==> config.mk <==
export PLATFORM = sky130hd
export DESIGN_NAME = cascaded_pid_controller_flat
export DESIGN_NICKNAME = d
export VERILOG_FILES = /design/src/hw/rtl/cpid_pkg.sv /design/src/hw/rtl/cpid_in_if.sv /design/src/hw/rtl/cpid_out_if.sv /design/src/hw/rtl/cascaded_pid_controller.sv /design/src/flat_wrapper.sv
export SDC_FILE = /design/constraint.sdc
export NUM_CORES = 2
export LEC_CHECK = 0
export BUFFER_PORTS_ARGS = -buffer_cell sky130_fd_sc_hd__buf_2
export CAP_MARGIN = 5
export CORE_UTILIZATION = 60
export DETAILED_ROUTE_END_ITERATION = 10
export PLACE_DENSITY = 0.77
export SLEW_MARGIN = 25
export SYNTH_ARGS = -nofsm -noshare
export SYNTH_HDL_FRONTEND = slang
export SYNTH_SLANG_ARGS = --single-unit
==> constraint.sdc <==
create_clock -name clk -period 12.61 [get_ports clk]
set_clock_uncertainty 0.15 [all_clocks]
set_input_delay 0.6305 -clock clk [delete_from_list [all_inputs] [get_ports clk]]
set_output_delay 0.6305 -clock clk [all_outputs]
set_load 0.01 [all_outputs]
==> src/hw/rtl/cpid_pkg.sv <==
// cpid_pkg: widths, register indexes, reset values and sequencer states of the cascaded pid
package cpid_pkg;

  localparam int SAMPLE_W  = 16;
  localparam int GAIN_W    = 32;
  localparam int FRAC_W    = 24;
  localparam int LIMIT_W   = 15;
  localparam int ERR_W     = SAMPLE_W + 1;
  localparam int DELTA_W   = ERR_W + 1;
  localparam int PROD_W    = DELTA_W + GAIN_W;
  localparam int INTEG_W   = 41;
  localparam int ISUM_W    = PROD_W + 1;
  localparam int ACC_W     = PROD_W + 2;
  localparam int CFG_IDX_W = 3;
  localparam int DRIVE_W   = 16;

  typedef logic signed [SAMPLE_W-1:0] sample_t;
  typedef logic signed [GAIN_W-1:0]   gain_t;
  typedef logic        [LIMIT_W-1:0]  limit_t;
  typedef logic signed [ERR_W-1:0]    err_t;
  typedef logic signed [DELTA_W-1:0]  delta_t;
  typedef logic signed [PROD_W-1:0]   prod_t;
  typedef logic signed [INTEG_W-1:0]  integ_t;
  typedef logic signed [ISUM_W-1:0]   isum_t;
  typedef logic signed [ACC_W-1:0]    acc_t;
  typedef logic signed [DRIVE_W-1:0]  drive_t;

  typedef enum logic [CFG_IDX_W-1:0] {
    REG_SPEED_KP   = 3'd0,
    REG_SPEED_KI   = 3'd1,
    REG_SPEED_KD   = 3'd2,
    REG_ANGLE_KP   = 3'd3,
    REG_ANGLE_KI   = 3'd4,
    REG_ANGLE_KD   = 3'd5,
    REG_INTEG_LIM  = 3'd6,
    REG_OUTPUT_LIM = 3'd7
  } cfg_reg_t;

  localparam gain_t  SPEED_KP_RST   = 32'sd134218;
  localparam gain_t  SPEED_KI_RST   = 32'sd1678;
  localparam gain_t  SPEED_KD_RST   = 32'sd0;
  localparam gain_t  ANGLE_KP_RST   = 32'sd671088640;
  localparam gain_t  ANGLE_KI_RST   = 32'sd0;
  localparam gain_t  ANGLE_KD_RST   = 32'sd8388608;
  localparam limit_t INTEG_LIM_RST  = 15'd10000;
  localparam limit_t OUTPUT_LIM_RST = 15'd10000;

  typedef enum logic [2:0] {
    ST_IDLE,
    ST_ERR,
    ST_MUL_I,
    ST_MUL_P,
    ST_MUL_D,
    ST_SUM
  } seq_state_t;

endpackage

==> src/hw/rtl/cpid_in_if.sv <==
// cpid_in_if: request channel carrying one control tick
interface cpid_in_if;
  logic             valid;
  logic             ready;
  logic             action;
  cpid_pkg::sample_t target;
  cpid_pkg::sample_t measured_angle;
  cpid_pkg::sample_t measured_speed;

  modport source (output valid, output action, output target, output measured_angle,
                  output measured_speed, input ready);
  modport sink (input valid, input action, input target, input measured_angle,
                input measured_speed, output ready);
endinterface

==> src/hw/rtl/cpid_out_if.sv <==
// cpid_out_if: result channel carrying the motor drive value
interface cpid_out_if;
  logic             valid;
  logic             ready;
  cpid_pkg::drive_t drive;

  modport source (output valid, output drive, input ready);
  modport sink (input valid, input drive, output ready);
endinterface

==> src/hw/rtl/cascaded_pid_controller.sv <==
// cascaded_pid_controller: speed or angle-then-speed positional pid on one shared multiplier
//
//  channel  | direction | handshake          | payload
//  in_ch    | in        | valid/ready        | action, target, measured_angle, measured_speed
//  out_ch   | out       | valid/ready        | drive
//  cfg_*    | in        | cfg_we, no ready   | cfg_index, cfg_wdata
//
// cascade runs the angle loop before the speed loop; both share the single 18x32 multiplier
// each loop runs err, three multiplies (ki, kp, kd) and a final sum-clamp-truncate step
// in_ch.ready is high only in idle; a held result sits in the output register meanwhile
// if out_ch stalls, the last sum step waits until the output register is free
// rst_n is synchronous: gains and limits take their reset values, loop state clears
module cascaded_pid_controller (
  input  logic                              clk,
  input  logic                              rst_n,
  cpid_in_if.sink                           in_ch,
  cpid_out_if.source                        out_ch,
  input  logic                              cfg_we,
  input  logic [cpid_pkg::CFG_IDX_W-1:0]    cfg_index,
  input  logic [cpid_pkg::GAIN_W-1:0]       cfg_wdata
);

  cpid_pkg::seq_state_t state_r, state_nxt;

  cpid_pkg::gain_t  speed_kp_r, speed_ki_r, speed_kd_r;
  cpid_pkg::gain_t  angle_kp_r, angle_ki_r, angle_kd_r;
  cpid_pkg::limit_t integ_lim_r, output_lim_r;

  cpid_pkg::err_t   spd_prev_r, ang_prev_r;
  cpid_pkg::integ_t spd_integ_r, ang_integ_r;

  logic              angle_r;
  cpid_pkg::sample_t ref_r, fb_r, m_speed_r;
  cpid_pkg::err_t    err_r;
  cpid_pkg::delta_t  delta_r;
  cpid_pkg::prod_t   prod_r;
  cpid_pkg::acc_t    acc_r;

  logic              out_valid_r;
  cpid_pkg::drive_t  drive_r;

  logic              in_acc;
  logic              out_free;
  logic              load_out;

  cpid_pkg::err_t    err_c, prev_sel;
  cpid_pkg::integ_t  integ_sel;
  cpid_pkg::gain_t   kp_sel, ki_sel, kd_sel;
  cpid_pkg::delta_t  mul_a;
  cpid_pkg::gain_t   mul_b;
  cpid_pkg::prod_t   mul_p;
  cpid_pkg::isum_t   isum, ilim_fx, integ_clamp;
  cpid_pkg::acc_t    tot, olim_fx, tot_clamp, tot_mag;
  logic [cpid_pkg::LIMIT_W-1:0] res_mag;
  cpid_pkg::drive_t  res;

  assign in_acc   = in_ch.valid && in_ch.ready;
  assign out_free = !out_valid_r || out_ch.ready;

  assign in_ch.ready  = (state_r == cpid_pkg::ST_IDLE);
  assign out_ch.valid = out_valid_r;
  assign out_ch.drive = drive_r;

  // per-loop operand selection
  assign prev_sel  = angle_r ? ang_prev_r  : spd_prev_r;
  assign integ_sel = angle_r ? ang_integ_r : spd_integ_r;
  assign kp_sel    = angle_r ? angle_kp_r  : speed_kp_r;
  assign ki_sel    = angle_r ? angle_ki_r  : speed_ki_r;
  assign kd_sel    = angle_r ? angle_kd_r  : speed_kd_r;

  assign err_c = cpid_pkg::err_t'(ref_r) - cpid_pkg::err_t'(fb_r);

  // shared multiplier
  always_comb begin
    mul_a = cpid_pkg::delta_t'(err_r);
    mul_b = ki_sel;
    case (state_r)
      cpid_pkg::ST_MUL_P: begin
        mul_b = kp_sel;
      end
      cpid_pkg::ST_MUL_D: begin
        mul_a = delta_r;
        mul_b = kd_sel;
      end
      default: begin
        mul_b = ki_sel;
      end
    endcase
  end

  assign mul_p = cpid_pkg::prod_t'(mul_a) * cpid_pkg::prod_t'(mul_b);

  // integral update with anti-windup clamp
  assign ilim_fx = cpid_pkg::isum_t'({integ_lim_r, {cpid_pkg::FRAC_W{1'b0}}});
  assign isum    = cpid_pkg::isum_t'(integ_sel) + cpid_pkg::isum_t'(prod_r);

  always_comb begin
    if (isum > ilim_fx) begin
      integ_clamp = ilim_fx;
    end else if (isum < -ilim_fx) begin
      integ_clamp = -ilim_fx;
    end else begin
      integ_clamp = isum;
    end
  end

  // output sum, clamp and truncation toward zero
  assign olim_fx = cpid_pkg::acc_t'({output_lim_r, {cpid_pkg::FRAC_W{1'b0}}});
  assign tot     = acc_r + cpid_pkg::acc_t'(prod_r);

  always_comb begin
    if (tot > olim_fx) begin
      tot_clamp = olim_fx;
    end else if (tot < -olim_fx) begin
      tot_clamp = -olim_fx;
    end else begin
      tot_clamp = tot;
    end
    tot_mag = tot_clamp[cpid_pkg::ACC_W-1] ? -tot_clamp : tot_clamp;
    res_mag = tot_mag[cpid_pkg::FRAC_W +: cpid_pkg::LIMIT_W];
    res     = tot_clamp[cpid_pkg::ACC_W-1] ? -cpid_pkg::drive_t'({1'b0, res_mag})
                                           :  cpid_pkg::drive_t'({1'b0, res_mag});
  end

  assign load_out = (state_r == cpid_pkg::ST_SUM) && !angle_r && out_free;

  // sequencer
  always_comb begin
    state_nxt = state_r;
    unique case (state_r)
      cpid_pkg::ST_IDLE:  if (in_acc) state_nxt = cpid_pkg::ST_ERR;
      cpid_pkg::ST_ERR:   state_nxt = cpid_pkg::ST_MUL_I;
      cpid_pkg::ST_MUL_I: state_nxt = cpid_pkg::ST_MUL_P;
      cpid_pkg::ST_MUL_P: state_nxt = cpid_pkg::ST_MUL_D;
      cpid_pkg::ST_MUL_D: state_nxt = cpid_pkg::ST_SUM;
      cpid_pkg::ST_SUM: begin
        if (angle_r) begin
          state_nxt = cpid_pkg::ST_ERR;
        end else if (out_free) begin
          state_nxt = cpid_pkg::ST_IDLE;
        end
      end
      default: state_nxt = cpid_pkg::ST_IDLE;
    endcase
  end

  always_ff @(posedge clk) begin
    if (!rst_n) begin
      state_r <= cpid_pkg::ST_IDLE;
    end else begin
      state_r <= state_nxt;
    end
  end

  // configuration registers
  always_ff @(posedge clk) begin
    if (!rst_n) begin
      speed_kp_r   <= cpid_pkg::SPEED_KP_RST;
      speed_ki_r   <= cpid_pkg::SPEED_KI_RST;
      speed_kd_r   <= cpid_pkg::SPEED_KD_RST;
      angle_kp_r   <= cpid_pkg::ANGLE_KP_RST;
      angle_ki_r   <= cpid_pkg::ANGLE_KI_RST;
      angle_kd_r   <= cpid_pkg::ANGLE_KD_RST;
      integ_lim_r  <= cpid_pkg::INTEG_LIM_RST;
      output_lim_r <= cpid_pkg::OUTPUT_LIM_RST;
    end else if (cfg_we) begin
      unique case (cpid_pkg::cfg_reg_t'(cfg_index))
        cpid_pkg::REG_SPEED_KP:   speed_kp_r   <= cfg_wdata;
        cpid_pkg::REG_SPEED_KI:   speed_ki_r   <= cfg_wdata;
        cpid_pkg::REG_SPEED_KD:   speed_kd_r   <= cfg_wdata;
        cpid_pkg::REG_ANGLE_KP:   angle_kp_r   <= cfg_wdata;
        cpid_pkg::REG_ANGLE_KI:   angle_ki_r   <= cfg_wdata;
        cpid_pkg::REG_ANGLE_KD:   angle_kd_r   <= cfg_wdata;
        cpid_pkg::REG_INTEG_LIM:  integ_lim_r  <= cfg_wdata[cpid_pkg::LIMIT_W-1:0];
        cpid_pkg::REG_OUTPUT_LIM: output_lim_r <= cfg_wdata[cpid_pkg::LIMIT_W-1:0];
        default: ;
      endcase
    end
  end

  // loop state
  always_ff @(posedge clk) begin
    if (!rst_n) begin
      spd_prev_r  <= '0;
      ang_prev_r  <= '0;
      spd_integ_r <= '0;
      ang_integ_r <= '0;
      angle_r     <= 1'b0;
    end else begin
      if (in_acc) begin
        angle_r <= in_ch.action;
      end else if (state_r == cpid_pkg::ST_SUM && angle_r) begin
        angle_r <= 1'b0;
      end
      if (state_r == cpid_pkg::ST_ERR) begin
        if (angle_r) ang_prev_r <= err_c;
        else         spd_prev_r <= err_c;
      end
      if (state_r == cpid_pkg::ST_MUL_P) begin
        if (angle_r) ang_integ_r <= cpid_pkg::integ_t'(integ_clamp);
        else         spd_integ_r <= cpid_pkg::integ_t'(integ_clamp);
      end
    end
  end

  // datapath
  always_ff @(posedge clk) begin
    if (in_acc) begin
      ref_r     <= in_ch.target;
      fb_r      <= in_ch.action ? in_ch.measured_angle : in_ch.measured_speed;
      m_speed_r <= in_ch.measured_speed;
    end else if (state_r == cpid_pkg::ST_SUM && angle_r) begin
      // angle result becomes the speed target
      ref_r <= res;
      fb_r  <= m_speed_r;
    end
    if (state_r == cpid_pkg::ST_ERR) begin
      err_r   <= err_c;
      delta_r <= cpid_pkg::delta_t'(err_c) - cpid_pkg::delta_t'(prev_sel);
    end
    if (state_r == cpid_pkg::ST_MUL_I || state_r == cpid_pkg::ST_MUL_P
        || state_r == cpid_pkg::ST_MUL_D) begin
      prod_r <= mul_p;
    end
    if (state_r == cpid_pkg::ST_MUL_D) begin
      // p term plus the freshly clamped integral
      acc_r <= cpid_pkg::acc_t'(prod_r) + cpid_pkg::acc_t'(integ_sel);
    end
    if (load_out) begin
      drive_r <= res;
    end
  end

  always_ff @(posedge clk) begin
    if (!rst_n) begin
      out_valid_r <= 1'b0;
    end else if (load_out) begin
      out_valid_r <= 1'b1;
    end else if (out_ch.ready) begin
      out_valid_r <= 1'b0;
    end
  end

endmodule

==> src/flat_wrapper.sv <==
// flat-port wrapper written by rule: the top's interface ports become plain ports
module cascaded_pid_controller_flat 
  (clk, rst_n, cfg_we, cfg_index, cfg_wdata, in_ch_valid, in_ch_action, in_ch_target, in_ch_measured_angle, in_ch_measured_speed, in_ch_ready, out_ch_valid, out_ch_drive, out_ch_ready);
  cpid_in_if in_ch_i ();
  cpid_out_if out_ch_i ();
  input  logic clk;
  input  logic rst_n;
  input  logic cfg_we;
  input  logic [cpid_pkg::CFG_IDX_W-1:0] cfg_index;
  input  logic [cpid_pkg::GAIN_W-1:0] cfg_wdata;
  input wire logic [$bits(in_ch_i.valid)-1:0] in_ch_valid;
  input wire logic [$bits(in_ch_i.action)-1:0] in_ch_action;
  input wire logic [$bits(in_ch_i.target)-1:0] in_ch_target;
  input wire logic [$bits(in_ch_i.measured_angle)-1:0] in_ch_measured_angle;
  input wire logic [$bits(in_ch_i.measured_speed)-1:0] in_ch_measured_speed;
  output wire logic [$bits(in_ch_i.ready)-1:0] in_ch_ready;
  output wire logic [$bits(out_ch_i.valid)-1:0] out_ch_valid;
  output wire logic [$bits(out_ch_i.drive)-1:0] out_ch_drive;
  input wire logic [$bits(out_ch_i.ready)-1:0] out_ch_ready;
  assign in_ch_i.valid = in_ch_valid;
  assign in_ch_i.action = in_ch_action;
  assign in_ch_i.target = in_ch_target;
  assign in_ch_i.measured_angle = in_ch_measured_angle;
  assign in_ch_i.measured_speed = in_ch_measured_speed;
  assign in_ch_ready = in_ch_i.ready;
  assign out_ch_valid = out_ch_i.valid;
  assign out_ch_drive = out_ch_i.drive;
  assign out_ch_i.ready = out_ch_ready;
  cascaded_pid_controller u_core (.clk(clk), .rst_n(rst_n), .in_ch(in_ch_i), .out_ch(out_ch_i), .cfg_we(cfg_we), .cfg_index(cfg_index), .cfg_wdata(cfg_wdata));
endmodule
==> reports/summary.md <==
- **die extent in y** 296 microns
- **r2r worst-path depth** 33
- **standard cell core area** 85,300 sq um
- **Synth Area in XOR/XNOR** 0.0333
- **Comb power frac** 0.696
- **Gates resized, CTS repair** 0
- **# Max-Cap Violations** 0
- **critical path fanouts, max** 65
- **largest stage delay on the critical path** 0.87 ns
- **Buffers on Ports** 106
- **Vias per Instance** 6.09
- **final estimated routing congestion in global placement** 0.984
- **TritonCTS clock tree** built
- **design internal power** 7570 uW
- **share of synthesized area spent on multiplexers** 0.0364
- **sequential power share** 0.186
- **Cell Rows** 107
- **# H-tree levels** 2
- **netlist area before placement** 51,800 sq um
- **kind of end point of the critical path** flip-flop
- **Mapped Avg Cell Area** 8.64 sq um
- **unrepaired setup endpoints after global routing** false
- **initial drt markers** 4,649
- **worst hold margin** 0.104 ns
- **WL per Instance** 21.9 microns
- **crit path DAT** 11.57 ns
- **number of buffers created by CTS** 58
- **Sw Share** 0.487
- **critical setup path kind** reg -> reg
- **DIE AREA** 87,500 sq um
- **number of setup violations in the final report** 0
- **clock tree root driver cell** clkbuf_16
- **part of the power in the clock network** 0.118
- **final antenna-violating net count** 0
- **max_slew headroom** 0.253
- **area share of fa/ha/maj cells after synthesis** 0.298
- **first-pass GRT wire length** 241,000 microns
- **io pins** 107
- **vias in the first global route** 42,500
- **net switching power** 7180 uW
- **period utilisation layout** 0.887
- **Final Max Slew Viols** 0
- **CP most frequent cell** nor4_1
- **most instantiated flip-flop cell in the synthesis netlist** dfxtp_1
- **Reg area** 12,900 sq um
- **destination of the worst hold path** u_core.ref_r[4]
- **library cell with the largest summed area after synthesis** fa_1
- **master of the slowest instance on the critical path** nor3_1
- **flop2flop setup slack** 1.42 ns
- **worst-margin pin slew** 1.11 ns
- **minimum clock period** 11.19 ns
- **Cells after Synth** 5,999
- **simple-gate share of the synthesized area** 0.172
- **count of inserted antenna diode cells** 0
- **startpoint of the tightest hold check path** in_ch_target[4]
- **Max Buffers Root-to-Sink** 3
- **signed area change from the synthesized netlist to the final layout** 7.06%
- **result of the run** complete, no violations
- **sink count of the clock tree** 543
- **number of fillers in the final layout** 6,937
- **remaining design rule violation count** 0
- **DIE WIDTH** 296 microns
- **aggregate negative setup slack** 0 ns
- **Power per Cell Area** 266 nW/um^2
- **static leakage** 0.0242 uW
- **final-stage net count** 6,943
- **largest family of logic cells by synthesized area** adder cells
- **flip-flop and latch count after synthesis** 543
- **worst supply voltage drop on vdd** 0.000487 V
- **Buf+Inv Stages, Crit Path** 1
- **initial antenna violation count** 3
- **dpl hpwl** 119,000 microns
- **gr ovfl total** 0
- **Worst R2R End** u_core.spd_integ_r[0]
- **number of warnings reported in the yosys synthesis log** 0
- **Total Routing Usage GR** 0.359
- **area fraction of the dominant cell type after synthesis** 0.215
- **synth cell count leaders** nand2_1, inv_1, fa_1
- **Unique masters post-synth** 96
- **endpoints failing hold** 0
- **Min-Delay Path Class** in -> reg
- **Worst Setup Start Kind** flip-flop
- **total nets after synthesis** 6,988
- **main area contributors after synthesis** fa_1, dfxtp_1, edfxtp_1, nand2_1, ha_1
- **gate family responsible for the most delay along the worst path** simple AND/OR/NAND/NOR gates
- **detailed-routing iteration count for the pre-antenna-repair pass** 6
- **hold path cells** 3
- **clock-pin transition on the worst setup and hold timing paths** 0.07 ns
- **post-synthesis compound-gate area fraction** 0.134
- **Clk Latency, worst-skew pair** 0.67 ns
- **total via count after detailed routing** 43,600
- **sequential fraction of the synthesis area** 0.248
- **total area of multi-input combinational cells** 35,000 sq um
- **proportion of synthesized flip-flops having asynchronous set or reset** 0
- **share of cells above drive strength 1** 0.0661
- **endpoint required time on the critical path** 13.00 ns
- **maximum number of pins on one net before global-route repair** 92
- **effective utilization at floorplan** 0.607
- **most common cell in the netlist** nand2_1
- **DRT Wirelength** 156,000 microns
- **maximum achievable frequency** 89.4 MHz
- **number of flops mapped to enable cells by yosys** 200
- **RR Startpoint** u_core.angle_r
-- sequential cells by signal, summed over array words and instances, names as in the netlist, 17 cells and up --
signal and count:
u_core.delta_r 18, u_core.acc_r 51, u_core.speed_ki_r 32, u_core.angle_ki_r 32, u_core.spd_integ_r 41, u_core.angle_kd_r 32, u_core.ang_integ_r 41, u_core.spd_prev_r 17
u_core.speed_kp_r 32, u_core.angle_kp_r 32, u_core.err_r 17, u_core.speed_kd_r 32, u_core.prod_r 50, u_core.ang_prev_r 17
-- per-layer routing --
metal / global-route usage / part of all wire
met2: 0.559 / 0.44
met4: 0.196 / 0.061
met5: 0 / 0.00020
met3: 0.0644 / 0.092
met1: 0.475 / 0.40
-- power groups by stage --
stage          Sequential, uW  Clock [uW]  Combinational [uW]
2_1_floorplan            2570           0                7620
3_3_place_gp             2770           0                9870
3_5_place_dp             2770           0               10100
4_1_cts                  2730        1750               10200
5_1_grt                  2740        1820               11500
6_report                 2740        1740               10300
-- worst max path at each step --
stage,start,end,cells after the start
2_1_floorplan,u_core.state_r[2],u_core.prod_r[49],35
3_3_place_gp,u_core.angle_r,u_core.spd_integ_r[22],33
3_5_place_dp,u_core.angle_r,u_core.spd_integ_r[18],33
4_1_cts,u_core.angle_r,u_core.spd_integ_r[0],33
5_1_grt,u_core.angle_r,u_core.spd_integ_r[0],33
6_report,u_core.angle_r,u_core.spd_integ_r[0],33
-- area by class of cell --
type	count	area share
multi-input combinational	4399	0.632
clock inverter	19	0.00408
sequential	543	0.232
clock buffer	89	0.0315
inverter	748	0.0507
timing repair buffer	204	0.0239
tap	1144	0.0258
-- worst reg2reg max path, delay by kind of cell, from the launching register on --
kind | cells | cell delay (ns)
xor gates and xnor gates | 1 | 0.18
AOI/OAI and AO/OA | 16 | 3.70
adders and majority gates | 2 | 0.63
and+or+nand+nor | 12 | 4.78
buffers and inverters | 1 | 0.33
muxes | 1 | 0.51
DFF | 1 | 0.78
-- kinds of logic (layout without fill, tap and decap cells) --
kind of cell	count (synthesis)	after routing
adders and majority gates	900	900
AOI/OAI and AO/OA	1093	1093
buffers and inverters	1057	1060
xor gates and xnor gates	196	196
DFF	543	543
muxes	181	181
and+or+nand+nor	2029	2029
-- cells in the final DEF, fill, tap and decap left out, drive strengths merged, types with 35 or more instances in the layout --
| cell | count |
|---|---|
| a21o | 93 |
| a21oi | 436 |
| and2 | 53 |
| buf | 188 |
| clkbuf | 89 |
| dfxtp | 343 |
| edfxtp | 200 |
| fa | 557 |
| ha | 343 |
| inv | 750 |
| mux2 | 56 |
| mux2i | 125 |
| nand2 | 1160 |
| nand2b | 57 |
| nand3 | 113 |
| nand4 | 66 |
| nor2 | 298 |
| nor2b | 73 |
| nor3 | 72 |
| o21a | 40 |
| o21ai | 178 |
| o22ai | 35 |
| xnor2 | 133 |
| xor2 | 63 |
-- through the flow --
stage	instance area [sq um]	setup slack, ns	std cells	power [uW]	utilization
detailed placement	53300	1.77	7021	12900	0.625
global route	55500	0.963	7146	16000	0.650
CTS	55400	1.60	7145	14700	0.650
global placement	53300	1.93	7020	12600	0.625
finish	55500	1.42	7146	14700	0.650
floorplan	51800	2.68	5999	10200	-
-- repair_timing --
action	in CTS	in global routing
hold buffers	16	0
endpoints found under the hold margin	16	0
setup buffers	0	0
setup endpoints to repair	0	0
Note: power is estimated with default switching activity, not from simulation.
